===== config.mk =====
export PLATFORM = sky130hd
export DESIGN_NAME = idq_cell
export DESIGN_NICKNAME = d
export VERILOG_FILES = /design/src/hw/rtl/idq_pkg.sv /design/src/hw/rtl/idq_cell.sv
export SDC_FILE = /design/constraint.sdc
export NUM_CORES = 1
export LEC_CHECK = 0
export BUFFER_PORTS_ARGS = -buffer_cell sky130_fd_sc_hd__buf_4
export CORE_MARGIN = 4
export CORE_UTILIZATION = 30
export DETAILED_ROUTE_END_ITERATION = 7
export PLACE_DENSITY = 0.63
export RECOVER_POWER = 50
export SYNTH_ARGS = -nofsm -noshare
export SYNTH_HDL_FRONTEND = slang
export SYNTH_SLANG_ARGS = --single-unit

===== constraint.sdc =====
create_clock -name clock -period 2 [get_ports clock]
set_input_delay 0.1 -clock clock [delete_from_list [all_inputs] [get_ports clock]]
set_output_delay 0.1 -clock clock [all_outputs]
set_load 0.005 [all_outputs]

===== src/hw/rtl/idq_pkg.sv =====
// Package for the indexed double-ended queue: field widths, command and
// status codes, controller states and the control beat broadcast to the cells.
// No dependencies.
package idq_pkg;

   localparam int unsigned CAPACITY_DEF = 256;
   localparam int unsigned DATA_W       = 32;
   localparam int unsigned INDEX_W      = 8;
   localparam int unsigned CMD_W        = 3;
   localparam int unsigned STATUS_W     = 2;

   typedef enum logic [CMD_W-1:0] {
      CMD_PUSH_BACK  = 3'd0,
      CMD_POP_BACK   = 3'd1,
      CMD_READ       = 3'd2,
      CMD_PUSH_FRONT = 3'd3,
      CMD_POP_FRONT  = 3'd4
   } cmd_type;

   typedef enum logic [STATUS_W-1:0] {
      ST_OK    = 2'd0,
      ST_EMPTY = 2'd1,
      ST_RANGE = 2'd2,
      ST_FULL  = 2'd3
   } status_type;

   typedef enum logic [1:0] {
      FSM_IDLE = 2'b01,
      FSM_SEEK = 2'b10
   } fsm_type;

   typedef struct packed {
      logic push_front;
      logic pop_front;
      logic push_back;
      logic tap_load;
      logic tap_shift;
   } cell_ctrl_type;

endpackage


===== src/hw/rtl/idq_cell.sv =====
// One queue cell: holds one entry and one tap word of the read chain.
// Depends on idq_pkg.
module idq_cell import idq_pkg::*; #(
   parameter int unsigned ADDR_W = 8,
   parameter int unsigned POS    = 0
) (
   input  logic                     clock,
   input  cell_ctrl_type            ctrl,
   input  logic        [ADDR_W-1:0] back_pos,
   input  logic signed [DATA_W-1:0] push_value,
   input  logic signed [DATA_W-1:0] left_entry,
   input  logic signed [DATA_W-1:0] right_entry,
   input  logic signed [DATA_W-1:0] right_tap,
   output logic signed [DATA_W-1:0] entry,
   output logic signed [DATA_W-1:0] tap
);

   logic signed [DATA_W-1:0] entry_ff, entry_in;
   logic signed [DATA_W-1:0] tap_ff, tap_in;
   logic                     back_hit;

   assign back_hit = (back_pos == ADDR_W'(POS));

   always_comb begin
      entry_in = entry_ff;
      priority if (ctrl.push_front) begin
         entry_in = left_entry;
      end else if (ctrl.pop_front) begin
         entry_in = right_entry;
      end else if (ctrl.push_back && back_hit) begin
         entry_in = push_value;
      end
   end

   always_comb begin
      tap_in = tap_ff;
      priority if (ctrl.tap_load) begin
         tap_in = entry_ff;
      end else if (ctrl.tap_shift) begin
         tap_in = right_tap;
      end
   end

   always_ff @(posedge clock) begin
      entry_ff <= entry_in;
      tap_ff   <= tap_in;
   end

   assign entry = entry_ff;
   assign tap   = tap_ff;

endmodule


* After elaboration in Yosys (flattened, before gate mapping)
Cells that the tools add are included.
** Storage, ports and cells
- Register bits after elaboration :: 64
- Logic and storage cells :: 11
- Output and inout bits :: 64
- Input bits :: 142
** Operators by class
- Reductions and logical operators :: 4
- Multiplexer cells :: 5
** Operators by type and width (count)
- 32-bit 2-to-1 mux :: 5
- 8-bit logical NOT :: 1
- 3-bit nonzero test :: 1
- 2-bit nonzero test :: 1
- 1-bit logical AND :: 1

* Depth between registers and ports, before layout
Gate-level depths: netlist of run 1.
- Depth in word-level cells :: 5
- Gate-level depth with buffers :: 4

* Worst setup path after synthesis of run 1
Ideal clock, no wire load.
- Kind :: input port to flip-flop
- From :: input port back_pos[4]
- To :: register entry_ff[0], in the netlist entry[0] (enable)
- Slack :: 0.266 ns
- Arrival time :: 1.339 ns
- Stages on the path :: 2
- Required time :: 1.604 ns
- Buffers on the path :: 0
- Path through :: nor4b_1 -> a311o_1
** Between the ends
- Longest elaborated chain between the ends :: 3
** RTL lines
- start: declaration :: RTL line idq_cell.sv:9 : input logic [ADDR_W-1:0] back_pos,
- 8-bit logical NOT :: RTL line idq_cell.sv:22 : assign back_hit = (back_pos == ADDR_W'(POS));
- 1-bit logical AND :: RTL line idq_cell.sv:30 : end else if (ctrl.push_back && back_hit) begin
- 3-bit nonzero test (no source line)
- end signal: assignment :: RTL line idq_cell.sv:45 : entry_ff <= entry_in;
- end: declaration :: RTL line idq_cell.sv:18 : logic signed [DATA_W-1:0] entry_ff, entry_in;
Every way passes these cells.
A chain may end at the register's enable or synchronous reset.

* Worst setup path in the final report of run 1
- From :: input port ctrl[3] in the netlist's numbering
- To :: register entry_ff[7], in the netlist entry[7] (enable)
** Between the ends
- Longest elaborated chain between the ends :: 1
** RTL lines
- start: declaration :: RTL line idq_cell.sv:8 : input cell_ctrl_type ctrl,
- 3-bit nonzero test (no source line)
Every way passes these cells.

==> flow_metrics.env, run 1 <==
export IMPL_cap_violations=0
export IMPL_grtUsageTotal_pct=14.17
export IMPL_slew_limit_headroom_pct=24.25
export IMPL_hpwl_mm=7.108
export IMPL_fp_row_count=37
export IMPL_synth_xor_area_share_pct=0
export IMPL_syn_nets=354
export IMPL_criticalPathCategory="primary input to flip-flop"
export IMPL_crit_fanout=33
export IMPL_maxSlewViolCount=0
export IMPL_syn_instance_count=212
export IMPL_core_mm2=0.01037
export IMPL_antenna_found_initial=0
export IMPL_pin_count=206
export IMPL_synth_compound_area_share_pct=5.315
export IMPL_grt_pass1_vias=2784
export IMPL_cts_sinks=64
export IMPL_max_freq_mhz=700.0
export IMPL_synth_top_cell_by_area="edfxtp_1"
export IMPL_h_tree_depth=3
export IMPL_avgViaCountPerCell=4.453
export IMPL_die_w_um=111.3
export IMPL_areaGrowthSynthToFinish_pct=53.97
export IMPL_cts_hold_buf=0
export IMPL_post_route_min_period_ps=1429
export IMPL_end_kind="flip-flop"
export IMPL_cp_arrival_ps=1510
export IMPL_yosysSeqAreaShare_pct=60.02
export IMPL_worstHoldPathType="primary input to flip-flop"
export IMPL_cpPeakStageDelay_ps=610
export IMPL_synth_top_area_share_pct=60.02
export IMPL_yosys_warnings=0
export IMPL_initial_core_util_pct=30.88
export IMPL_fin_nets=560
export IMPL_fin_area_mm2=0.004930
export IMPL_drt_total_wl_mm=8.993
export IMPL_cp_cell_sequence="clkbuf_2, a311o_2, buf_12"
export IMPL_cts_tree="built"
export IMPL_final_antenna_net_count=0
export IMPL_grt_max_degree=36
export IMPL_routedWlPerCell_um=16.09
export IMPL_tightest_slew_ps=1136
export IMPL_io_buffers=205
export IMPL_syn_avg_cell_area_um2=15.10
export IMPL_skew_ps=6.538
export IMPL_leakage_nw=2.234
export IMPL_status="complete, no violations"
export IMPL_vias=2489
export IMPL_setup_viol=0
export IMPL_cts_clk_slew_worst_paths_ps=70
export IMPL_cp_start_kind="primary input"
export IMPL_synth_area_mm2=0.003202
export IMPL_grt_overflow=0
export IMPL_synthMuxAreaShare_pct=24.66
export IMPL_drc=0
export IMPL_cp_required_ps=2080
export IMPL_drtPass1Iterations=4
export IMPL_synth_top_family_by_area="multiplexers"
export IMPL_cts_resized=0
export IMPL_ir_drop_mv=0.3976
export IMPL_final_layout_size_suffix_gt1_share_pct=54.14
export IMPL_synth_adder_area_share_pct=0
export IMPL_insertion_delay_ps=330
export IMPL_synth_simple_area_share_pct=4.494
export IMPL_dieHeight_um=111.3
export IMPL_ctsRootBufferMaster="clkbuf_8"
export IMPL_hold_viol_final=0
export IMPL_placed_area_mm2=0.004798
export IMPL_gp_congestion=0.7559
export IMPL_fin_crit_sh_pct=71.43
export IMPL_grt_pass1_wl_mm=13.89
export IMPL_powerDensity_mw_per_mm2=768.5
export IMPL_grt_setup_unrepaired="false"
export IMPL_slowest_stage="clkbuf_2"
export IMPL_ys_ff_latch=64
export IMPL_setup_tns_final_ps=0
export IMPL_antenna_cells=0
export IMPL_initialDrtViolationCount=111
export IMPL_cts_setup_buffers=0
export IMPL_cts_buffer_depth=2
export IMPL_numCtsBuffers=9
export IMPL_dieArea_mm2=0.01239
export IMPL_synth_cell_types=16
export IMPL_yosys_top_cells_area="edfxtp_1 60%, mux2_4 14%, mux2i_1 10%"
==> kinds of logic after synthesis <==
group                  after synthesis
buffers and inverters               15
multiplexers                        64
AND/OR/NAND/NOR                     36
AO/OA/AOI/OAI                       33
flip-flops                          64
==> placed cells by master (no fill, tap or decap) <==
cell type and count:
buf_4 206, bufinv_16 3, buf_12 2, clkinv_4 1
nor2_1 1, mux2i_1 32, o21ai_0 32, a311o_2 1
or2_0 1, clkbuf_2 1, mux2_4 1, nand2_1 32
clkinvlp_4 1, nor4b_1 1, mux2_1 28, inv_6 1
clkbuf_8 9, clkinv_1 1, clkbuf_1 1, mux2_2 3
nor3_1 1, edfxtp_1 64
==> worst paths after layout <==
kind	slack, ps	cells after the start	to	startpoint
setup / recovery	570	3	entry[7]	ctrl[3]
hold reg to reg	580	1	tap[8]	entry[8]
setup reg to reg	990	1	tap[24]	entry[24]
hold / removal	40	3	entry[23]	left_entry[23]
==> stage by stage <==
step                      setup WS [ps]  cells  total power, W  utilization [%]  hold WS, ps
final                             571.4    559        0.003788            47.54        43.59
after global routing              486.6    559        0.003971            47.54        31.82
after detailed placement          621.1    543        0.002559            46.27        389.6
after CTS                         952.6    559        0.003916            48.61        34.06
after floorplan                   265.7    212        0.002053                -        291.2
after global placement            649.6    543        0.002540            46.27        389.8
==> layout make-up <==
cell class | count | area [um2]
fillers | 985 | 5440
flip-flops and latches | 64 | 1922
repair buffers | 210 | 1595
multi-input cells | 133 | 999.7
well taps | 136 | 170.2
clock buffers | 9 | 123.9
clock inverters | 7 | 118.9
==> critical path: cells and delay by family <==
family                 cells  cell delay [ps]
buffers and inverters      2              800
AOI/OAI and AO/OA          1              590
==> where the power goes <==
group          internal [W]  switching, W  leakage (nW)
logic              0.000452      0.000255          1.46
clock network      0.000830      0.000515         0.117
registers           0.00167     0.0000688         0.657
total               0.00295      0.000838          2.23
==> metal layers <==
metal | track usage [%] | wire [um]
met5 | 0 | 0
met4 | 6.326 | 216
met3 | 3.493 | 597
met2 | 25.69 | 4741
met1 | 15.62 | 3437
==> flip-flops by register name, summed over array words and instances, names as in the netlist <==
| name | flops |
|---|---|
| tap | 32 |
| entry | 32 |
==> cell usage after synthesis (all sizes together) <==
library cell and number:
or2 1, nor2 1, edfxtp 64, mux2 32
clkbuf 1, mux2i 32, nor4b 1, a311o 1
buf 14, nor3 1, nand2 32, o21ai 32
Power figures use the tool's default switching activity.
==> run 2: changes to the inputs <==
==> constraint.sdc (replaced) <==
create_clock -name clock -period 1.4 [get_ports clock]
set_input_delay 0.07 -clock clock [delete_from_list [all_inputs] [get_ports clock]]
set_output_delay 0.07 -clock clock [all_outputs]
set_load 0.005 [all_outputs]
==> run 2 against run 1 <==
Net effect:
- sequential share of layout area rose by 0.27 points
- worst hold slack got worse by 19 ps
- global-route usage fell by 0.64 points
- clock power fell by 5%
- critical endpoint is now entry[1]
- largest cell class unchanged
==> flow_metrics.env, run 2 (synthesized netlist as in run 1, its figures left out) <==
export IMPL_fin_area_mm2=0.004896
export IMPL_insertion_delay_ps=320
export IMPL_initial_core_util_pct=30.88
export IMPL_final_antenna_net_count=0
export IMPL_combPwrFrac_pct=21.7
export IMPL_cp_start_kind="primary input"
export IMPL_avgViaCountPerCell=4.370
export IMPL_cts_buffer_depth=2
export IMPL_cts_clk_slew_worst_paths_ps=70
export IMPL_cts_sinks=64
export IMPL_ctsRootBufferMaster="clkbuf_8"
export IMPL_reg2reg_slack_ps=430
export IMPL_vias=2447
export IMPL_grtUsageTotal_pct=13.53
export IMPL_drt_total_wl_mm=8.588
export IMPL_crit_path_start="back_pos[4]"
export IMPL_holdWs_ps=24.50
export IMPL_die_w_um=111.3
export IMPL_areaGrowthSynthToFinish_pct=52.91
export IMPL_numCtsBuffers=9
export IMPL_switching_share_pct=23.09
export IMPL_routedWlPerCell_um=15.34
export IMPL_h_tree_depth=3
export IMPL_r2r_end="tap[22]"
export IMPL_cts_resized=0
export IMPL_gp_congestion=0.7647
export IMPL_cts_tree="built"
export IMPL_p_seq_share_pct=51.8
export IMPL_tightest_slew_ps=742.0
export IMPL_grt_max_degree=35
export IMPL_final_layout_size_suffix_gt1_share_pct=56.13
export IMPL_io_buffers=205
export IMPL_maxSlewViolCount=0
export IMPL_slew_limit_headroom_pct=50.53
export IMPL_setup_viol=0
export IMPL_antenna_found_initial=0
export IMPL_fillers=959
export IMPL_antenna_cells=0
export IMPL_setup_tns_final_ps=0
export IMPL_setup_slack_ps=260.2
export IMPL_grt_pass1_wl_mm=13.35
export IMPL_grt_setup_unrepaired="false"
export IMPL_post_route_min_period_ps=1140
export IMPL_dieArea_mm2=0.01239
export IMPL_cp_arrival_ps=1110
export IMPL_dieHeight_um=111.3
export IMPL_grt_pass1_vias=2579
export IMPL_drtPass1Iterations=4
export IMPL_skew_ps=10.44
export IMPL_crit_end="entry[1]"
export IMPL_pin_count=206
export IMPL_max_freq_mhz=877.4
export IMPL_worstHoldPathType="primary input to flip-flop"
export IMPL_end_kind="flip-flop"
export IMPL_crit_fanout=15
export IMPL_layout_common_cells="194 x buf_4, 64 x edfxtp_1, 32 x mux2i_1, 32 x nand2_1, 28 x o21ai_0"
export IMPL_hold_viol_final=0
export IMPL_cap_violations=0
export IMPL_fin_crit_sh_pct=81.41
export IMPL_cts_hold_buf=0
export IMPL_hpwl_mm=6.948
export IMPL_core_mm2=0.01037
export IMPL_place_worst_setup_slack_ps=160.6
export IMPL_grt_overflow=0
export IMPL_status="complete, no violations"
export IMPL_intPower_w=0.003681
export IMPL_rr_startpoint="entry[22]"
export IMPL_worstRegToRegCells=1
export IMPL_criticalPathCategory="primary input to flip-flop"
export IMPL_initialDrtViolationCount=143
export IMPL_ir_drop_mv=0.4826
export IMPL_cts_setup_buffers=0
export IMPL_placed_area_mm2=0.004838
export IMPL_powerDensity_mw_per_mm2=977.6
export IMPL_leakage_nw=2.245
export IMPL_fin_nets=562
export IMPL_p_switching_w=0.001105
export IMPL_cp_required_ps=1370
export IMPL_fp_row_count=37
export IMPL_clockPowerShare_pct=26.5
export IMPL_drc=0
export IMPL_final_common_cell="buf_4"
[run 2: changes by cell type in the layout (fill, tap and decap cells not counted), sizes merged]
cell    before  now
clkbuf      11   26
buf        208  197
clkinv       2    3
bufinv       3    0
inv          1    0
[run 2: worst min-delay path by stage]
stage / start / end / cells after the start
2_1_floorplan: left_entry[0] / entry[0] / 2
3_3_place_gp: left_entry[31] / entry[31] / 3
3_5_place_dp: left_entry[31] / entry[31] / 3
4_1_cts: left_entry[31] / entry[31] / 3
5_1_grt: left_entry[25] / entry[25] / 3
6_report: left_entry[27] / entry[27] / 3
[run 2: final cells by class]
class / instances / area [um2] / share of cell area, %
Timing Repair Buffer: 212 / 1602 / 32.71
Tap cell: 136 / 170.2 / 3.476
Clock inverter: 4 / 22.52 / 0.4600
Clock buffer: 11 / 131.4 / 2.683
Sequential cell: 64 / 1922 / 39.25
Multi-Input combinational cell: 133 / 1049 / 21.42
[run 2: worst max-delay path: stages]
cell	delay [ps]
clkbuf_4	110
nor4b_1	310
a311o_2	270
clkbuf_2	350
[run 2: power by group through the flow]
stage	registers, W	clock network [W]	logic (W)
finish	0.00248	0.00127	0.00104
global route	0.00250	0.00142	0.00113
CTS	0.00248	0.00132	0.00113
detailed placement	0.00253	0	0.00113
global placement	0.00252	0	0.00112
floorplan	0.00253	0	0.000401
[run 2: stage by stage]
step | power [W] | utilization (%) | instances
floorplan | 0.002932 | - | 212
global placement | 0.003637 | 46.66 | 545
detailed placement | 0.003657 | 46.66 | 545
CTS | 0.004938 | 48.14 | 560
global route | 0.005056 | 47.21 | 560
finish | 0.004786 | 47.21 | 560
[run 2: metal layers]
| metal | GRT usage, % | wire (um) | vias up |
|---|---|---|---|
| met1 | 15.01 | 3242 | 1121 |
| met3 | 4.094 | 650 | 12 |
| li1 | - | - | 1208 |
| met5 | 0 | 0 | - |
| met4 | 5.028 | 144 | 0 |
| met2 | 24.37 | 4551 | 106 |
==> run 3: changes to the inputs <==
--- a/config.mk
+++ b/config.mk
@@ -9,7 +9,7 @@
 export CORE_MARGIN = 4
 export CORE_UTILIZATION = 30
 export DETAILED_ROUTE_END_ITERATION = 7
-export PLACE_DENSITY = 0.63
+export PLACE_DENSITY = 0.65
 export RECOVER_POWER = 50
 export SYNTH_ARGS = -nofsm -noshare
 export SYNTH_HDL_FRONTEND = slang
==> constraint.sdc (replaced) <==
create_clock -name clock -period 1 [get_ports clock]
set_input_delay 0.05 -clock clock [delete_from_list [all_inputs] [get_ports clock]]
set_output_delay 0.05 -clock clock [all_outputs]
set_load 0.005 [all_outputs]
==> run 3 against run 2 <==
Net effect:
- via count increased by 5.4%
- non-clock buffer count increased by 29
- register-to-register slack got worse by 390 ps
- largest cell class unchanged
- global-route usage increased by 0.60 points
- core utilization increased by 3.6 points
- first-iteration DRC count decreased by 32%
- clock power increased by 47%
==> flow_metrics.env, run 3 (synthesized netlist as in run 1, its figures left out) <==
export IMPL_dieHeight_um=111.3
export IMPL_setup_slack_ps=41.74
export IMPL_avgViaCountPerCell=4.373
export IMPL_grt_pass1_vias=2742
export IMPL_routedWlPerCell_um=15.35
export IMPL_holdWs_ps=14.28
export IMPL_cp_required_ps=950
export IMPL_fillers=926
export IMPL_top_usage_layer="met2"
export IMPL_cts_tree="built"
export IMPL_hold_viol_final=0
export IMPL_layout_common_cells="201 x buf_4, 64 x edfxtp_1, 32 x mux2i_1, 32 x nand2_1, 29 x mux2_4"
export IMPL_initialDrtViolationCount=97
export IMPL_fin_crit_sh_pct=95.83
export IMPL_cts_setup_buffers=0
export IMPL_final_layout_size_suffix_gt1_share_pct=57.71
export IMPL_total_power_w=0.006978
export IMPL_crit_path_start="entry[12]"
export IMPL_met1_usage_pct=14.86
export IMPL_leakage_nw=2.455
export IMPL_fp_row_count=37
export IMPL_cp_arrival_ps=910
export IMPL_initial_core_util_pct=30.88
export IMPL_vias=2580
export IMPL_cp_cell_sequence="buf_6"
export IMPL_ir_drop_mv=0.6771
export IMPL_core_mm2=0.01037
export IMPL_cts_buffer_depth=2
export IMPL_fin_nets=591
export IMPL_drtPass1Iterations=4
export IMPL_slew_limit_headroom_pct=70.48
export IMPL_h_tree_depth=3
export IMPL_cap_violations=0
export IMPL_rr_startpoint="entry[12]"
export IMPL_io_buffers=205
export IMPL_antenna_cells=0
export IMPL_criticalPathCategory="flip-flop to output pin"
export IMPL_tightest_slew_ps=442.8
export IMPL_gp_congestion=0.7694
export IMPL_setup_tns_final_ps=0
export IMPL_areaGrowthSynthToFinish_pct=64.71
export IMPL_place_worst_setup_slack_ps=-172.3
export IMPL_skew_ps=9.017
export IMPL_multi_input_area_mm2=0.001122
export IMPL_cts_clk_slew_worst_paths_ps=80
export IMPL_insertion_delay_ps=330
export IMPL_crit_fanout=2
export IMPL_slowest_stage="edfxtp_1"
export IMPL_use_met2_pct=26.22
export IMPL_grt_setup_unrepaired="true"
export IMPL_die_w_um=111.3
export IMPL_drc=0
export IMPL_final_cells=590
export IMPL_cts_sinks=64
export IMPL_drt_total_wl_mm=9.059
export IMPL_antenna_found_initial=0
export IMPL_status="complete, no violations"
export IMPL_maxSlewViolCount=0
export IMPL_powerDensity_mw_per_mm2=1323
export IMPL_dieArea_mm2=0.01239
export IMPL_use_met3_pct=4.367
export IMPL_grtUsageTotal_pct=14.14
export IMPL_grt_overflow=0
export IMPL_final_antenna_net_count=0
export IMPL_path_buf_inv=1
export IMPL_cpPeakStageDelay_ps=440
export IMPL_grt_max_degree=43
export IMPL_hpwl_mm=7.186
export IMPL_seq_area_mm2=0.001922
export IMPL_place_inst=548
export IMPL_critPathTopFamily="flip-flops"
export IMPL_cp_start_kind="flip-flop"
export IMPL_final_common_cell="buf_4"
export IMPL_worstHoldPathType="primary input to flip-flop"
export IMPL_numCtsBuffers=9
export IMPL_setup_viol=0
export IMPL_ctsRootBufferMaster="clkbuf_8"
export IMPL_post_route_min_period_ps=958.3
export IMPL_pin_count=206
export IMPL_min_from="left_entry[25]"
export IMPL_max_freq_mhz=1044
export IMPL_end_kind="output pin"
export IMPL_grt_pass1_wl_mm=13.94
[run 3: changes by cell type in the layout (fill, tap and decap cells not counted), moves of 4 or more]
| cell | delta |
|---|---|
| buf_4 | +7 |
| buf_6 | +4 |
| clkbuf_1 | -4 |
| clkbuf_4 | -5 |
| dlygate4sd3_1 | +26 |
| mux2_1 | -15 |
| mux2_4 | +15 |
| o21ai_0 | -4 |
| o21ai_1 | +4 |
[run 3: stage by stage]
| stage | instance area [um2] | utilization [%] |
|---|---|---|
| finish | 5274 | 50.86 |
| global route | 5274 | 50.86 |
| global placement | 4878 | 47.04 |
| CTS | 5223 | 50.36 |
| detailed placement | 4878 | 47.04 |
| floorplan | 3221 | - |
[run 3: worst paths after layout]
check	end	cells after the start	slack (ps)
max	entry[12]	1	40
min	entry[25]	3	10
max reg2reg	tap[12]	1	40
min reg2reg	tap[3]	1	580
[run 3: report_power, final]
group | switching (W) | total [W] | internal (W)
clock | 0.000981 | 0.00187 | 0.000886
sequential | 0.000138 | 0.00348 | 0.00334
combinational | 0.000543 | 0.00164 | 0.00109
total | 0.00166 | 0.00698 | 0.00532
[run 3: cell type report]
class,count,share of cell area (%)
clock buffer,10,2.420
sequential,64,36.44
multi-input combinational,133,21.28
tap,136,3.227
clock inverter,6,0.6880
timing repair buffer,241,35.94
[run 3: timing repair]
item,4_1_cts,5_1_grt
hold endpoints to repair,18,8
hold buffers,18,8
gates resized for setup,0,4
setup endpoints to repair,0,5
[run 3: per-layer routing]
| layer | vias to the layer above | wire length [um] |
|---|---|---|
| li1 | 1265 | - |
| met1 | 1170 | 3318 |
| met2 | 131 | 4902 |
| met3 | 14 | 644 |
| met4 | 0 | 193 |
| met5 | - | 0 |
