File: config.mk
export PLATFORM = sky130hd
export DESIGN_NAME = idq_ctrl
export DESIGN_NICKNAME = d
export VERILOG_FILES = /design/src/hw/rtl/idq_pkg.sv /design/src/hw/rtl/idq_ctrl.sv
export SDC_FILE = /design/constraint.sdc
export NUM_CORES = 1
export LEC_CHECK = 0
export BUFFER_PORTS_ARGS = -buffer_cell sky130_fd_sc_hd__buf_2
export CAP_MARGIN = 15
export CORE_ASPECT_RATIO = 0.9
export CORE_MARGIN = 10
export CORE_UTILIZATION = 38
export DETAILED_ROUTE_END_ITERATION = 10
export REMOVE_ABC_BUFFERS = 1
export SYNTH_ARGS = -nofsm -noshare
export SYNTH_HDL_FRONTEND = slang
export SYNTH_SLANG_ARGS = --single-unit
File: constraint.sdc
create_clock -name clock -period 6.3 [get_ports clock]
set_clock_uncertainty 0.1 [all_clocks]
set_input_delay 0.315 -clock clock [delete_from_list [all_inputs] [get_ports clock]]
set_output_delay 0.315 -clock clock [all_outputs]
set_load 0.005 [all_outputs]
File: src/hw/rtl/idq_pkg.sv
// Package for the indexed double-ended queue: field widths, command and
// status codes, controller states and the control beat broadcast to the cells.
// No dependencies.
package idq_pkg;

   localparam int unsigned CAPACITY_DEF = 256;
   localparam int unsigned DATA_W       = 32;
   localparam int unsigned INDEX_W      = 8;
   localparam int unsigned CMD_W        = 3;
   localparam int unsigned STATUS_W     = 2;

   typedef enum logic [CMD_W-1:0] {
      CMD_PUSH_BACK  = 3'd0,
      CMD_POP_BACK   = 3'd1,
      CMD_READ       = 3'd2,
      CMD_PUSH_FRONT = 3'd3,
      CMD_POP_FRONT  = 3'd4
   } cmd_type;

   typedef enum logic [STATUS_W-1:0] {
      ST_OK    = 2'd0,
      ST_EMPTY = 2'd1,
      ST_RANGE = 2'd2,
      ST_FULL  = 2'd3
   } status_type;

   typedef enum logic [1:0] {
      FSM_IDLE = 2'b01,
      FSM_SEEK = 2'b10
   } fsm_type;

   typedef struct packed {
      logic push_front;
      logic pop_front;
      logic push_back;
      logic tap_load;
      logic tap_shift;
   } cell_ctrl_type;

endpackage

File: src/hw/rtl/idq_ctrl.sv
// Queue controller: command decode, entry count, read seek counter and the
// registered result beat. Depends on idq_pkg.
module idq_ctrl import idq_pkg::*; #(
   parameter int unsigned CAPACITY = CAPACITY_DEF
) (
   input  logic                                clock,
   input  logic                                reset,
   input  logic                                req_start,
   input  logic        [CMD_W-1:0]             req_command,
   input  logic        [INDEX_W-1:0]           req_index,
   input  logic signed [DATA_W-1:0]            front_entry,
   input  logic signed [DATA_W-1:0]            front_tap,
   output logic                                busy,
   output cell_ctrl_type                       cell_ctrl,
   output logic        [$clog2(CAPACITY)-1:0]  back_pos,
   output logic                                rsp_strobe,
   output logic signed [DATA_W-1:0]            rsp_data,
   output logic        [STATUS_W-1:0]          rsp_status
);

   localparam int unsigned ADDR_W = $clog2(CAPACITY);
   localparam int unsigned CNT_W  = $clog2(CAPACITY + 1);
   localparam int unsigned CMP_W  = (CNT_W > INDEX_W) ? CNT_W : INDEX_W;

   fsm_type                  state_ff, state_in;
   logic [CNT_W-1:0]         count_ff, count_in;
   logic [ADDR_W-1:0]        seek_ff, seek_in;
   logic                     pop_ff, pop_in;
   logic                     strobe_ff, strobe_in;
   logic signed [DATA_W-1:0] data_ff, data_in;
   status_type               status_ff, status_in;

   logic             accept;
   logic             empty;
   logic             full;
   logic             out_of_range;
   logic [CMP_W-1:0] index_ext;
   logic [CMP_W-1:0] count_ext;
   logic [CNT_W-1:0] last_pos;

   assign accept       = req_start && (state_ff == FSM_IDLE);
   assign empty        = (count_ff == '0);
   assign full         = (count_ff == CNT_W'(CAPACITY));
   assign index_ext    = CMP_W'(req_index);
   assign count_ext    = CMP_W'(count_ff);
   assign out_of_range = (index_ext >= count_ext);
   assign last_pos     = count_ff - CNT_W'(1);
   assign back_pos     = count_ff[ADDR_W-1:0];

   always_comb begin
      state_in  = state_ff;
      count_in  = count_ff;
      seek_in   = seek_ff;
      pop_in    = pop_ff;
      strobe_in = 1'b0;
      data_in   = data_ff;
      status_in = status_ff;
      cell_ctrl = '0;
      unique case (state_ff)
         FSM_IDLE: begin
            if (accept) begin
               strobe_in = 1'b1;
               data_in   = '0;
               status_in = ST_OK;
               unique case (cmd_type'(req_command))
                  CMD_PUSH_BACK: begin
                     if (full) begin
                        status_in = ST_FULL;
                     end else begin
                        cell_ctrl.push_back = 1'b1;
                        count_in            = count_ff + CNT_W'(1);
                     end
                  end
                  CMD_POP_BACK: begin
                     if (empty) begin
                        status_in = ST_EMPTY;
                     end else begin
                        cell_ctrl.tap_load = 1'b1;
                        seek_in            = last_pos[ADDR_W-1:0];
                        pop_in             = 1'b1;
                        strobe_in          = 1'b0;
                        state_in           = FSM_SEEK;
                     end
                  end
                  CMD_READ: begin
                     if (empty) begin
                        status_in = ST_EMPTY;
                     end else if (out_of_range) begin
                        status_in = ST_RANGE;
                     end else begin
                        cell_ctrl.tap_load = 1'b1;
                        seek_in            = index_ext[ADDR_W-1:0];
                        pop_in             = 1'b0;
                        strobe_in          = 1'b0;
                        state_in           = FSM_SEEK;
                     end
                  end
                  CMD_PUSH_FRONT: begin
                     if (full) begin
                        status_in = ST_FULL;
                     end else begin
                        cell_ctrl.push_front = 1'b1;
                        count_in             = count_ff + CNT_W'(1);
                     end
                  end
                  CMD_POP_FRONT: begin
                     if (empty) begin
                        status_in = ST_EMPTY;
                     end else begin
                        cell_ctrl.pop_front = 1'b1;
                        data_in             = front_entry;
                        count_in            = last_pos;
                     end
                  end
                  default: begin
                  end
               endcase
            end
         end
         FSM_SEEK: begin
            if (seek_ff == '0) begin
               strobe_in = 1'b1;
               data_in   = front_tap;
               status_in = ST_OK;
               state_in  = FSM_IDLE;
               if (pop_ff) begin
                  count_in = last_pos;
               end
            end else begin
               cell_ctrl.tap_shift = 1'b1;
               seek_in             = seek_ff - ADDR_W'(1);
            end
         end
         default: begin
            state_in = FSM_IDLE;
         end
      endcase
   end

   always_ff @(posedge clock) begin
      if (reset) begin
         state_ff  <= FSM_IDLE;
         count_ff  <= '0;
         strobe_ff <= 1'b0;
      end else begin
         state_ff  <= state_in;
         count_ff  <= count_in;
         strobe_ff <= strobe_in;
      end
   end

   always_ff @(posedge clock) begin
      seek_ff   <= seek_in;
      pop_ff    <= pop_in;
      data_ff   <= data_in;
      status_ff <= status_in;
   end

   assign busy       = (state_ff != FSM_IDLE);
   assign rsp_strobe = strobe_ff;
   assign rsp_data   = data_ff;
   assign rsp_status = status_ff;

endmodule

# Word-level counts from Yosys, hierarchy flattened

Index checks and enable logic that the tools add are counted.

Input port bits: 78
Output and inout port bits: 49
Register bits: 55
Logic and storage cells: 103

$lt $le $gt $ge: 1
Reductions and logical operators: 13
$add $sub $neg: 3
Equality and inequality tests: 22
Mux-type cells: 57

Operator list:

| operator            | number |
|---|---|
| $mux 32             | 4 |
| $pmux 32 s2         | 1 |
| $mux 9              | 5 |
| $mux 8              | 5 |
| $pmux 9 s2          | 2 |
| $pmux 8 s2          | 2 |
| $mux 2              | 10 |
| $mux 1              | 18 |
| $ne 3x3->1 const B  | 5 |
| $ne 2x2->1 const B  | 7 |
| $reduce_and 7->1    | 2 |
| $pmux 2 s2          | 3 |
| $reduce_and 6->1    | 2 |
| $add 9x1->9 const B | 1 |
| $eq 9x9->1 const B  | 1 |
| $ge 8x9->1          | 1 |
| $logic_not 9->1     | 1 |
| $sub 9x1->9 const B | 1 |
| $logic_not 8->1     | 1 |
| $mux 4              | 2 |
| $pmux 1 s2          | 4 |
| $sub 8x1->8 const B | 1 |
| $eq 3x2->1 const B  | 2 |
| $pmux 2 s3          | 1 |
| 12 further kinds    | 14 |

# Logic depth before layout (Yosys ltp)

Gate-level depths: netlist of the first run.

Depth after elaboration: 6
Gate-level depth with buffers: 9
Depth with buffers taken out: 7

# Least setup slack after synthesis of the first run

Ideal clock, no wire load.

Path type: flip-flop to flip-flop
From: register state_ff[0]
To: register data_ff[0], in the netlist rsp_data[0] (enable)
Buffers on the path: 2
Library setup time: 0.436 ns
Clock period less this slack: 3.287 ns
Cell stages (with the launch flop): 7
Setup slack: 3.013 ns
Arrival time: 2.751 ns
Data required time: 5.764 ns
Cell sequence: dfxtp_1 inv_1 ha_1 buf_2 clkbuf_1 nand2_1 a21oi_1

Longest elaborated chain between the ends: 4
Elaborated cells between the ends (all ways): 7
Those cells by class: eq/ne: 4; reduce/logical: 3

RTL lines:

| item                                | line                           | source |
|---|---|---|
| start: declaration                  | idq_ctrl.sv:25                 | `fsm_type state_ff, state_in;` |
| start signal: assignment            | idq_ctrl.sv:146                | `state_ff <= state_in;` |
| $eq 2x1->1                          | idq_ctrl.sv:41, idq_ctrl.sv:59 |  |
| $logic_and 1x1->1                   | idq_ctrl.sv:41                 | `assign accept = req_start && (state_ff == FSM_IDLE);` |
| $ne 2x2->1 (no source line)         | --                             |  |
| $reduce_and 3->1 (no source line) * | --                             |  |
| end signal: assignment              | idq_ctrl.sv:155                | `data_ff <= data_in;` |
| end: declaration                    | idq_ctrl.sv:30                 | `logic signed [DATA_W-1:0] data_ff, data_in;` |

Mark *: on every way between the ends. The rest lies on a longest branch, timed or not.
A chain may end at the register's enable or synchronous reset.

# Worst setup path after layout of the first run

From: register count_ff[2], in the netlist count_ext[2]
To: register seek_ff[0] (enable)

Longest elaborated chain between the ends: 3
Elaborated cells between the ends (all ways): 6
Those cells by class: order compare: 1; eq/ne: 3; reduce/logical: 2

RTL lines:

| item                                                 | line                           | source |
|---|---|---|
| start: declaration                                   | idq_ctrl.sv:26                 | `logic [CNT_W-1:0] count_ff, count_in;` |
| start signal: assignment                             | idq_ctrl.sv:147                | `count_ff <= count_in;` |
| $ge 8x9->1 / $logic_not 9->1 (equally long branches) | idq_ctrl.sv:46, idq_ctrl.sv:42 |  |
| $ne 3x3->1 (no source line)                          | --                             |  |
| $reduce_and 7->1 (no source line) *                  | --                             |  |
| end signal: assignment                               | idq_ctrl.sv:153                | `seek_ff <= seek_in;` |
| end: declaration                                     | idq_ctrl.sv:27                 | `logic [ADDR_W-1:0] seek_ff, seek_in;` |

Marks and branches as above.

==> flow_results.xml, run 1 <==
<?xml version="1.0" encoding="UTF-8"?>
<metrics>
  <group name="global_routing">
    <metric name="first_pass_grt_wire_length" unit="um">14400</metric>
    <metric name="globalRouteOverflowTotal" unit="">0</metric>
    <metric name="first_global_vias" unit="">2736</metric>
    <metric name="maximum_number_of_pins_on_one_net_before_global_route_repair" unit="">55</metric>
    <metric name="grt_util_all_layers" unit="">0.135</metric>
    <metric name="initial_antenna_violation_count" unit="">0</metric>
  </group>
  <group name="worst_setup_path">
    <metric name="r2r_cells" unit="">7</metric>
    <metric name="critPathMaxFanout" unit="">10</metric>
    <metric name="critPathKind" unit="">flop to flop</metric>
    <metric name="end_kind" unit="">flop</metric>
    <metric name="worstSetupStartpointType" unit="">flop</metric>
    <metric name="cp.required" unit="ps">6140</metric>
    <metric name="worst-endpoint-arrival" unit="ps">2980</metric>
  </group>
  <group name="clock_tree">
    <metric name="numCtsBuffers" unit="">5</metric>
    <metric name="cts_root_buf" unit="">sky130_fd_sc_hd__clkbuf_8</metric>
    <metric name="clock_path_buffers" unit="">2</metric>
    <metric name="htree_levels" unit="">2</metric>
    <metric name="worst_setup_hold_path_clk_slew" unit="ps">100</metric>
    <metric name="clock_latency" unit="ps">310</metric>
    <metric name="tritoncts" unit="">yes</metric>
    <metric name="cts.repair_timing.setup_buffer_count" unit="">0</metric>
    <metric name="clock-sinks" unit="">55</metric>
    <metric name="hold_buffers" unit="">0</metric>
    <metric name="cts-resized-gates" unit="">0</metric>
  </group>
  <group name="synth">
    <metric name="post-synth-top-count-cell" unit="">sky130_fd_sc_hd__edfxtp_1</metric>
    <metric name="yosysTopAreaCellShare" unit="">0.377</metric>
    <metric name="synth_simple_gate_area_share" unit="">0.168</metric>
    <metric name="synth.top_cells.by_area" unit="">sky130_fd_sc_hd__edfxtp_1 38%, sky130_fd_sc_hd__a22o_1 8.4%, sky130_fd_sc_hd__dfxtp_1 7.0%</metric>
    <metric name="synthTopCellsByCount" unit="">43 x sky130_fd_sc_hd__edfxtp_1, 33 x sky130_fd_sc_hd__a22o_1, 27 x sky130_fd_sc_hd__nor2_1</metric>
    <metric name="synth_compound_area_frac" unit="">0.204</metric>
    <metric name="post_synth_xor_area_fraction" unit="">0.0406</metric>
    <metric name="async_reset_ff_frac" unit="">0</metric>
    <metric name="synth_edf_count" unit="">43</metric>
    <metric name="seq_area_frac_synth" unit="">0.447</metric>
    <metric name="synth_mux_area_frac" unit="">0.0135</metric>
    <metric name="synth.yosys.warnings" unit="">0</metric>
    <metric name="synth_seq_cells" unit="">55</metric>
    <metric name="synth.lib_cells_used.distinct" unit="">63</metric>
    <metric name="ys.flop_type" unit="">sky130_fd_sc_hd__edfxtp_1</metric>
    <metric name="synth_largest_area_cell" unit="">sky130_fd_sc_hd__edfxtp_1</metric>
    <metric name="syn-cell-area" unit="um2">3420</metric>
    <metric name="avgSynthCellArea" unit="um2">10.7</metric>
    <metric name="synthAdderAreaFrac" unit="">0.0475</metric>
    <metric name="synth_top_family_by_area" unit="">compound AO/OA/AOI/OAI gates</metric>
    <metric name="synthCells" unit="">321</metric>
  </group>
  <group name="sta">
    <metric name="timing.final.hold_violations" unit="">0</metric>
    <metric name="slew-limit-headroom" unit="">0.226</metric>
    <metric name="final.setup.tns" unit="ps">0</metric>
    <metric name="post-route-period-util" unit="">0.498</metric>
    <metric name="max_freq" unit="GHz">0.319</metric>
    <metric name="worst_margin_slew" unit="ps">1160</metric>
    <metric name="rsz0062_at_grt" unit="">false</metric>
    <metric name="period_needed" unit="ps">3140</metric>
    <metric name="setup_viol_count_final" unit="">0</metric>
    <metric name="slew_viol_final" unit="">0</metric>
  </group>
  <group name="detailed_routing">
    <metric name="route.top_layer_used" unit="">met4</metric>
    <metric name="avgViaCountPerCell" unit="">5.17</metric>
    <metric name="drcViolationCount" unit="">0</metric>
    <metric name="violation_count_after_the_first_detailed_routing_iteration" unit="">211</metric>
    <metric name="routed-via-count" unit="">2824</metric>
    <metric name="wl_met3" unit="um">479</metric>
    <metric name="first_drt_pass_iteration_count" unit="">4</metric>
    <metric name="routed_metal_1_wire_length" unit="um">4080</metric>
    <metric name="detail_route.wl_per_cell" unit="um">17.7</metric>
    <metric name="route.met2.wl" unit="um">4960</metric>
    <metric name="antenna_violating_nets_post_route" unit="">0</metric>
    <metric name="drt_wl_total" unit="um">9670</metric>
  </group>
  <group name="placement">
    <metric name="placement.cell_area" unit="um2">4020</metric>
    <metric name="dp_hpwl" unit="um">7690</metric>
    <metric name="placedCellCount" unit="">538</metric>
    <metric name="gp_congestion" unit="">0.834</metric>
    <metric name="port_buffers" unit="">126</metric>
  </group>
  <group name="cells_and_area">
    <metric name="final_core_utilization" unit="">0.476</metric>
    <metric name="multi_input_logic_area" unit="um2">1640</metric>
    <metric name="storage_element_area" unit="um2">1530</metric>
    <metric name="final_area" unit="um2">4130</metric>
    <metric name="diodes" unit="">0</metric>
    <metric name="fillers" unit="">844</metric>
    <metric name="instances_no_fill" unit="">546</metric>
    <metric name="drive_above_1_share" unit="">0.358</metric>
    <metric name="flow.area_growth_from_synthesis" unit="%">20.7</metric>
    <metric name="nets" unit="">517</metric>
  </group>
  <group name="power_and_ir_drop">
    <metric name="ir_worst_vdd" unit="uV">96.7</metric>
    <metric name="register_share_of_total_power" unit="">0.501</metric>
    <metric name="power_frac_clock" unit="">0.273</metric>
    <metric name="power_report.internal_total" unit="uW">626</metric>
    <metric name="netSwitchingPower" unit="uW">234</metric>
    <metric name="total_leakage_power" unit="nW">1.76</metric>
    <metric name="power.switching_fraction" unit="">0.272</metric>
    <metric name="total_power" unit="uW">860</metric>
    <metric name="share_comb_of_total_power" unit="">0.226</metric>
    <metric name="powerDensity" unit="nW/um2">208</metric>
  </group>
  <group name="die">
    <metric name="chipHeight" unit="um">110</metric>
    <metric name="fp_rows" unit="">32</metric>
    <metric name="die_area" unit="um2">13200</metric>
    <metric name="coreArea" unit="um2">8690</metric>
    <metric name="fp.dieW" unit="um">120</metric>
    <metric name="boundaryPins" unit="">127</metric>
    <metric name="floorplan.initialDensity" unit="">0.394</metric>
  </group>
  <group name="worst_hold_path">
    <metric name="whs_path_depth" unit="">2</metric>
    <metric name="worstHoldPathType" unit="">primary input to flop</metric>
  </group>
  <group name="run">
    <metric name="max_cap_viol_count" unit="">0</metric>
  </group>
  <group name="status">
    <metric name="outcome" unit="">finished clean</metric>
  </group>
</metrics>
## path summary, 6_finish.rpt
path | from | end | slack (ps)
worst max-delay path | count_ext[2] | seek_ff[0] | 3160
worst min-delay path | front_entry[21] | rsp_data[21] | 180
worst max register to register | count_ext[2] | seek_ff[0] | 3160
worst min register to register | state_ff[0] | state_ff[0] | 420
## area by class of cell
type,instances,area share
clock inverters,2,0.00908
flip-flops and latches,55,0.370
repair buffers,126,0.153
inverters,19,0.0173
clock buffers,6,0.0176
multi-input cells,219,0.397
well taps,119,0.0360
## metrics by stage
stage / hold slack (ps) / setup WS (ps)
final: 183 / 3160
after global routing: 164 / 2920
after CTS: 176 / 3170
after detailed placement: 416 / 3190
after global placement: 395 / 3320
after floorplan: 284 / 2480
## worst max-delay path, stage by stage, from the launching register on
cell and delay (ps):
sky130_fd_sc_hd__dfxtp_1 600, sky130_fd_sc_hd__inv_1 160, sky130_fd_sc_hd__ha_1 220, sky130_fd_sc_hd__a211oi_1 220, sky130_fd_sc_hd__o31ai_1 110, sky130_fd_sc_hd__or3_1 440, sky130_fd_sc_hd__or2_1 290, sky130_fd_sc_hd__a31oi_1 620
## placed cells by master (no fill, tap or decap), types with 11 or more instances in the layout
master                       n
sky130_fd_sc_hd__a21oi_1    16
sky130_fd_sc_hd__nand2_1    21
sky130_fd_sc_hd__buf_2     126
sky130_fd_sc_hd__inv_1      19
sky130_fd_sc_hd__nor2_1     27
sky130_fd_sc_hd__edfxtp_1   43
sky130_fd_sc_hd__o21ai_0    11
sky130_fd_sc_hd__ha_1       12
sky130_fd_sc_hd__dfxtp_1    12
sky130_fd_sc_hd__a22o_1     33
## flip-flops by register name (all words and copies together), names as in the netlist
register	count
count_ext	9
pop_ff	1
rsp_data	32
rsp_strobe	1
state_ff	2
rsp_status	2
seek_ff	8
## layer usage
metal | up-vias | GRT usage
met2 | 82 | 0.237
met1 | 1324 | 0.162
met4 | 0 | 0.0413
met3 | 11 | 0.0295
met5 | - | 0
li1 | 1407 | -
## cell families after synthesis
kind of cell | Yosys count
mux | 4
xor+xnor | 15
flops | 55
buf+inv | 47
simple gates | 95
compound gates | 92
fa+ha+maj | 13
## power by group through the flow
stage | Combinational [mW] | Sequential (mW) | Clock, mW
after global placement | 0.193 | 0.439 | 0
after global routing | 0.215 | 0.434 | 0.258
after floorplan | 0.108 | 0.442 | 0
final | 0.194 | 0.431 | 0.235
after CTS | 0.196 | 0.431 | 0.240
after detailed placement | 0.195 | 0.439 | 0
Power figures use the tool's default switching activity.
==> run 2, diff against run 1 <==
--- a/config.mk
+++ b/config.mk
@@ -11,6 +11,7 @@
 export CORE_MARGIN = 10
 export CORE_UTILIZATION = 38
 export DETAILED_ROUTE_END_ITERATION = 10
+export PLACE_DENSITY = 0.67
 export REMOVE_ABC_BUFFERS = 1
 export SYNTH_ARGS = -nofsm -noshare
 export SYNTH_HDL_FRONTEND = slang
==> constraint.sdc (replaced) <==
create_clock -name clock -period 2.61 [get_ports clock]
set_clock_uncertainty 0.1 [all_clocks]
set_input_delay 0.1305 -clock clock [delete_from_list [all_inputs] [get_ports clock]]
set_output_delay 0.1305 -clock clock [all_outputs]
set_load 0.005 [all_outputs]
==> run 2 against run 1 <==
Wire length grew 2.8%. Worst hold slack worse by 170 ps. Register-to-register slack worse by 3000 ps. Critical endpoint is now cell_ctrl[1]. Largest cell class unchanged. Largest power group unchanged.
==> flow_results.xml, run 2 (synthesis results as in run 1) <==
<?xml version="1.0" encoding="UTF-8"?>
<metrics>
  <group name="status">
    <metric name="outcome" unit="">finished clean</metric>
  </group>
  <group name="sta">
    <metric name="post-route-period-util" unit="">0.952</metric>
    <metric name="final_critical_path_setup_slack" unit="ps">126</metric>
    <metric name="worst_hold_slack" unit="ps">9.27</metric>
    <metric name="slew_viol_final" unit="">0</metric>
    <metric name="max_freq" unit="GHz">0.403</metric>
    <metric name="rsz0062_at_grt" unit="">false</metric>
    <metric name="worst_margin_slew" unit="ps">523</metric>
    <metric name="setup_viol_count_final" unit="">0</metric>
    <metric name="period_needed" unit="ps">2480</metric>
    <metric name="timing.final.hold_violations" unit="">0</metric>
    <metric name="slew-limit-headroom" unit="">0.648</metric>
  </group>
  <group name="clock_tree">
    <metric name="clock_path_buffers" unit="">2</metric>
    <metric name="htree_levels" unit="">2</metric>
    <metric name="clock-sinks" unit="">55</metric>
    <metric name="cts_root_buf" unit="">sky130_fd_sc_hd__clkbuf_8</metric>
    <metric name="tritoncts" unit="">yes</metric>
    <metric name="numCtsBuffers" unit="">5</metric>
    <metric name="worst_setup_hold_path_clk_slew" unit="ps">100</metric>
    <metric name="cts.repair_timing.setup_buffer_count" unit="">0</metric>
    <metric name="clock_latency" unit="ps">300</metric>
  </group>
  <group name="worst_setup_path">
    <metric name="r2r-start" unit="">count_ext[1]</metric>
    <metric name="critPathMaxFanout" unit="">6</metric>
    <metric name="critPathMaxStageDelay" unit="ps">390</metric>
    <metric name="cp.required" unit="ps">2380</metric>
    <metric name="cp_top_family" unit="">simple AND/OR/NAND/NOR gates</metric>
    <metric name="worstSetupStartpointType" unit="">flop</metric>
    <metric name="critical_path.startpoint" unit="">count_ext[1]</metric>
    <metric name="worst-endpoint-arrival" unit="ps">2250</metric>
    <metric name="timing.critical_path.buf_inv" unit="">2</metric>
    <metric name="critPathKind" unit="">flop to output port</metric>
    <metric name="worst_path_max_delay_cell" unit="">sky130_fd_sc_hd__dfxtp_2</metric>
    <metric name="end_kind" unit="">output port</metric>
    <metric name="crit_chain" unit="">inv_1 -&gt; ha_1 -&gt; a211oi_1 -&gt; o31ai_1 -&gt; or3_1 -&gt; or2_1 -&gt; nand2_1 -&gt; buf_2</metric>
  </group>
  <group name="die">
    <metric name="boundaryPins" unit="">127</metric>
    <metric name="fp_rows" unit="">32</metric>
    <metric name="die_area" unit="um2">13200</metric>
    <metric name="coreArea" unit="um2">8690</metric>
    <metric name="fp.dieW" unit="um">120</metric>
    <metric name="chipHeight" unit="um">110</metric>
    <metric name="floorplan.initialDensity" unit="">0.394</metric>
  </group>
  <group name="cells_and_area">
    <metric name="diodes" unit="">0</metric>
    <metric name="drive_above_1_share" unit="">0.382</metric>
    <metric name="largest_register_ff_count" unit="">32</metric>
    <metric name="final_area" unit="um2">4380</metric>
    <metric name="final_core_utilization" unit="">0.504</metric>
    <metric name="instances_no_fill" unit="">575</metric>
    <metric name="nets" unit="">546</metric>
    <metric name="layout_commonest_cell" unit="">sky130_fd_sc_hd__buf_2</metric>
    <metric name="most-common-layout-cells" unit="">126 x sky130_fd_sc_hd__buf_2, 43 x sky130_fd_sc_hd__edfxtp_1, 33 x sky130_fd_sc_hd__a22o_1</metric>
    <metric name="flow.area_growth_from_synthesis" unit="%">27.8</metric>
  </group>
  <group name="power_and_ir_drop">
    <metric name="ir_worst_vdd" unit="uV">219</metric>
    <metric name="total_leakage_power" unit="nW">1.90</metric>
    <metric name="powerDensity" unit="nW/um2">460</metric>
  </group>
  <group name="global_routing">
    <metric name="initial_antenna_violation_count" unit="">0</metric>
    <metric name="first_global_vias" unit="">2991</metric>
    <metric name="grt_util_all_layers" unit="">0.142</metric>
    <metric name="first_pass_grt_wire_length" unit="um">15400</metric>
    <metric name="maximum_number_of_pins_on_one_net_before_global_route_repair" unit="">45</metric>
    <metric name="globalRouteOverflowTotal" unit="">0</metric>
  </group>
  <group name="detailed_routing">
    <metric name="avgViaCountPerCell" unit="">5.08</metric>
    <metric name="antenna_violating_nets_post_route" unit="">0</metric>
    <metric name="detail_route.wl_per_cell" unit="um">17.3</metric>
    <metric name="drcViolationCount" unit="">0</metric>
    <metric name="violation_count_after_the_first_detailed_routing_iteration" unit="">217</metric>
    <metric name="first_drt_pass_iteration_count" unit="">4</metric>
    <metric name="routed-via-count" unit="">2923</metric>
    <metric name="drt_wl_total" unit="um">9940</metric>
  </group>
  <group name="placement">
    <metric name="gp_congestion" unit="">0.857</metric>
    <metric name="dp_hpwl" unit="um">7850</metric>
    <metric name="pre_cts_ws" unit="ps">123</metric>
    <metric name="port_buffers" unit="">126</metric>
    <metric name="placedCellCount" unit="">556</metric>
    <metric name="placement.cell_area" unit="um2">4170</metric>
  </group>
  <group name="worst_hold_path">
    <metric name="hold_path_startpoint" unit="">front_entry[19]</metric>
    <metric name="worstHoldPathType" unit="">primary input to flop</metric>
  </group>
  <group name="run">
    <metric name="max_cap_viol_count" unit="">0</metric>
  </group>
</metrics>
## run 2: cell count changes in the layout (fill, tap and decap cells not counted)
cell	delta
sky130_fd_sc_hd__buf_12	+1
sky130_fd_sc_hd__buf_4	+17
sky130_fd_sc_hd__bufinv_16	-1
sky130_fd_sc_hd__clkbuf_1	-1
sky130_fd_sc_hd__clkinv_2	+1
sky130_fd_sc_hd__clkinv_4	+1
sky130_fd_sc_hd__clkinvlp_4	-1
sky130_fd_sc_hd__dfxtp_1	-2
sky130_fd_sc_hd__dfxtp_2	+2
sky130_fd_sc_hd__dlygate4sd3_1	+11
sky130_fd_sc_hd__inv_6	+1
## run 2: report_power, final
part | internal [mW] | total, mW | switching (mW)
sequential | 1.01 | 1.03 | 0.0222
combinational | 0.243 | 0.504 | 0.261
clock | 0.193 | 0.474 | 0.281
## run 2: repair_timing
| action | in CTS | in global routing |
|---|---|---|
| endpoints found under the setup margin | 0 | 9 |
| resized for setup | 0 | 2 |
| endpoints found under the hold margin | 6 | 4 |
| hold buffers | 6 | 5 |
## run 2: layout make-up
class / count / area, um2
Clock buffer: 5 / 68.8
Clock inverter: 3 / 22.5
Fill cell: 809 / 4310
Inverter: 19 / 71.3
Multi-Input combinational cell: 219 / 1640
Sequential cell: 55 / 1530
Tap cell: 119 / 149
Timing Repair Buffer: 155 / 888
## run 2: final timing paths
| path | endpoint | slack, ps | depth (start not counted) |
|---|---|---|---|
| max reg2reg | seek_ff[1] | 160 | 8 |
| min reg2reg | state_ff[0] | 430 | 2 |
| max | cell_ctrl[1] | 130 | 8 |
| min | rsp_data[19] | 9 | 2 |
## run 2: per-stage QoR
stage               TNS, ps  total power [mW]
floorplan            -45060              1.33
global placement          0              1.54
detailed placement        0              1.55
CTS                       0              2.03
global route              0              2.13
finish                    0              2.01
## run 2: metal layers
metal	wire [um]	global-route usage	vias up
met4	114	0.0387	0
met3	627	0.0254	6
met2	5130	0.253	96
li1	-	-	1468
met1	4070	0.174	1353
met5	0	0	-
## run 2: worst reg2reg max path: cells and delay by family, from the launching register on
| family | cells | cell delay (ps) |
|---|---|---|
| and+or+nand+nor | 2 | 650 |
| AOI/OAI and AO/OA | 3 | 480 |
| DFF | 1 | 390 |
| adders and majority gates | 1 | 280 |
| buffers and inverters | 2 | 260 |
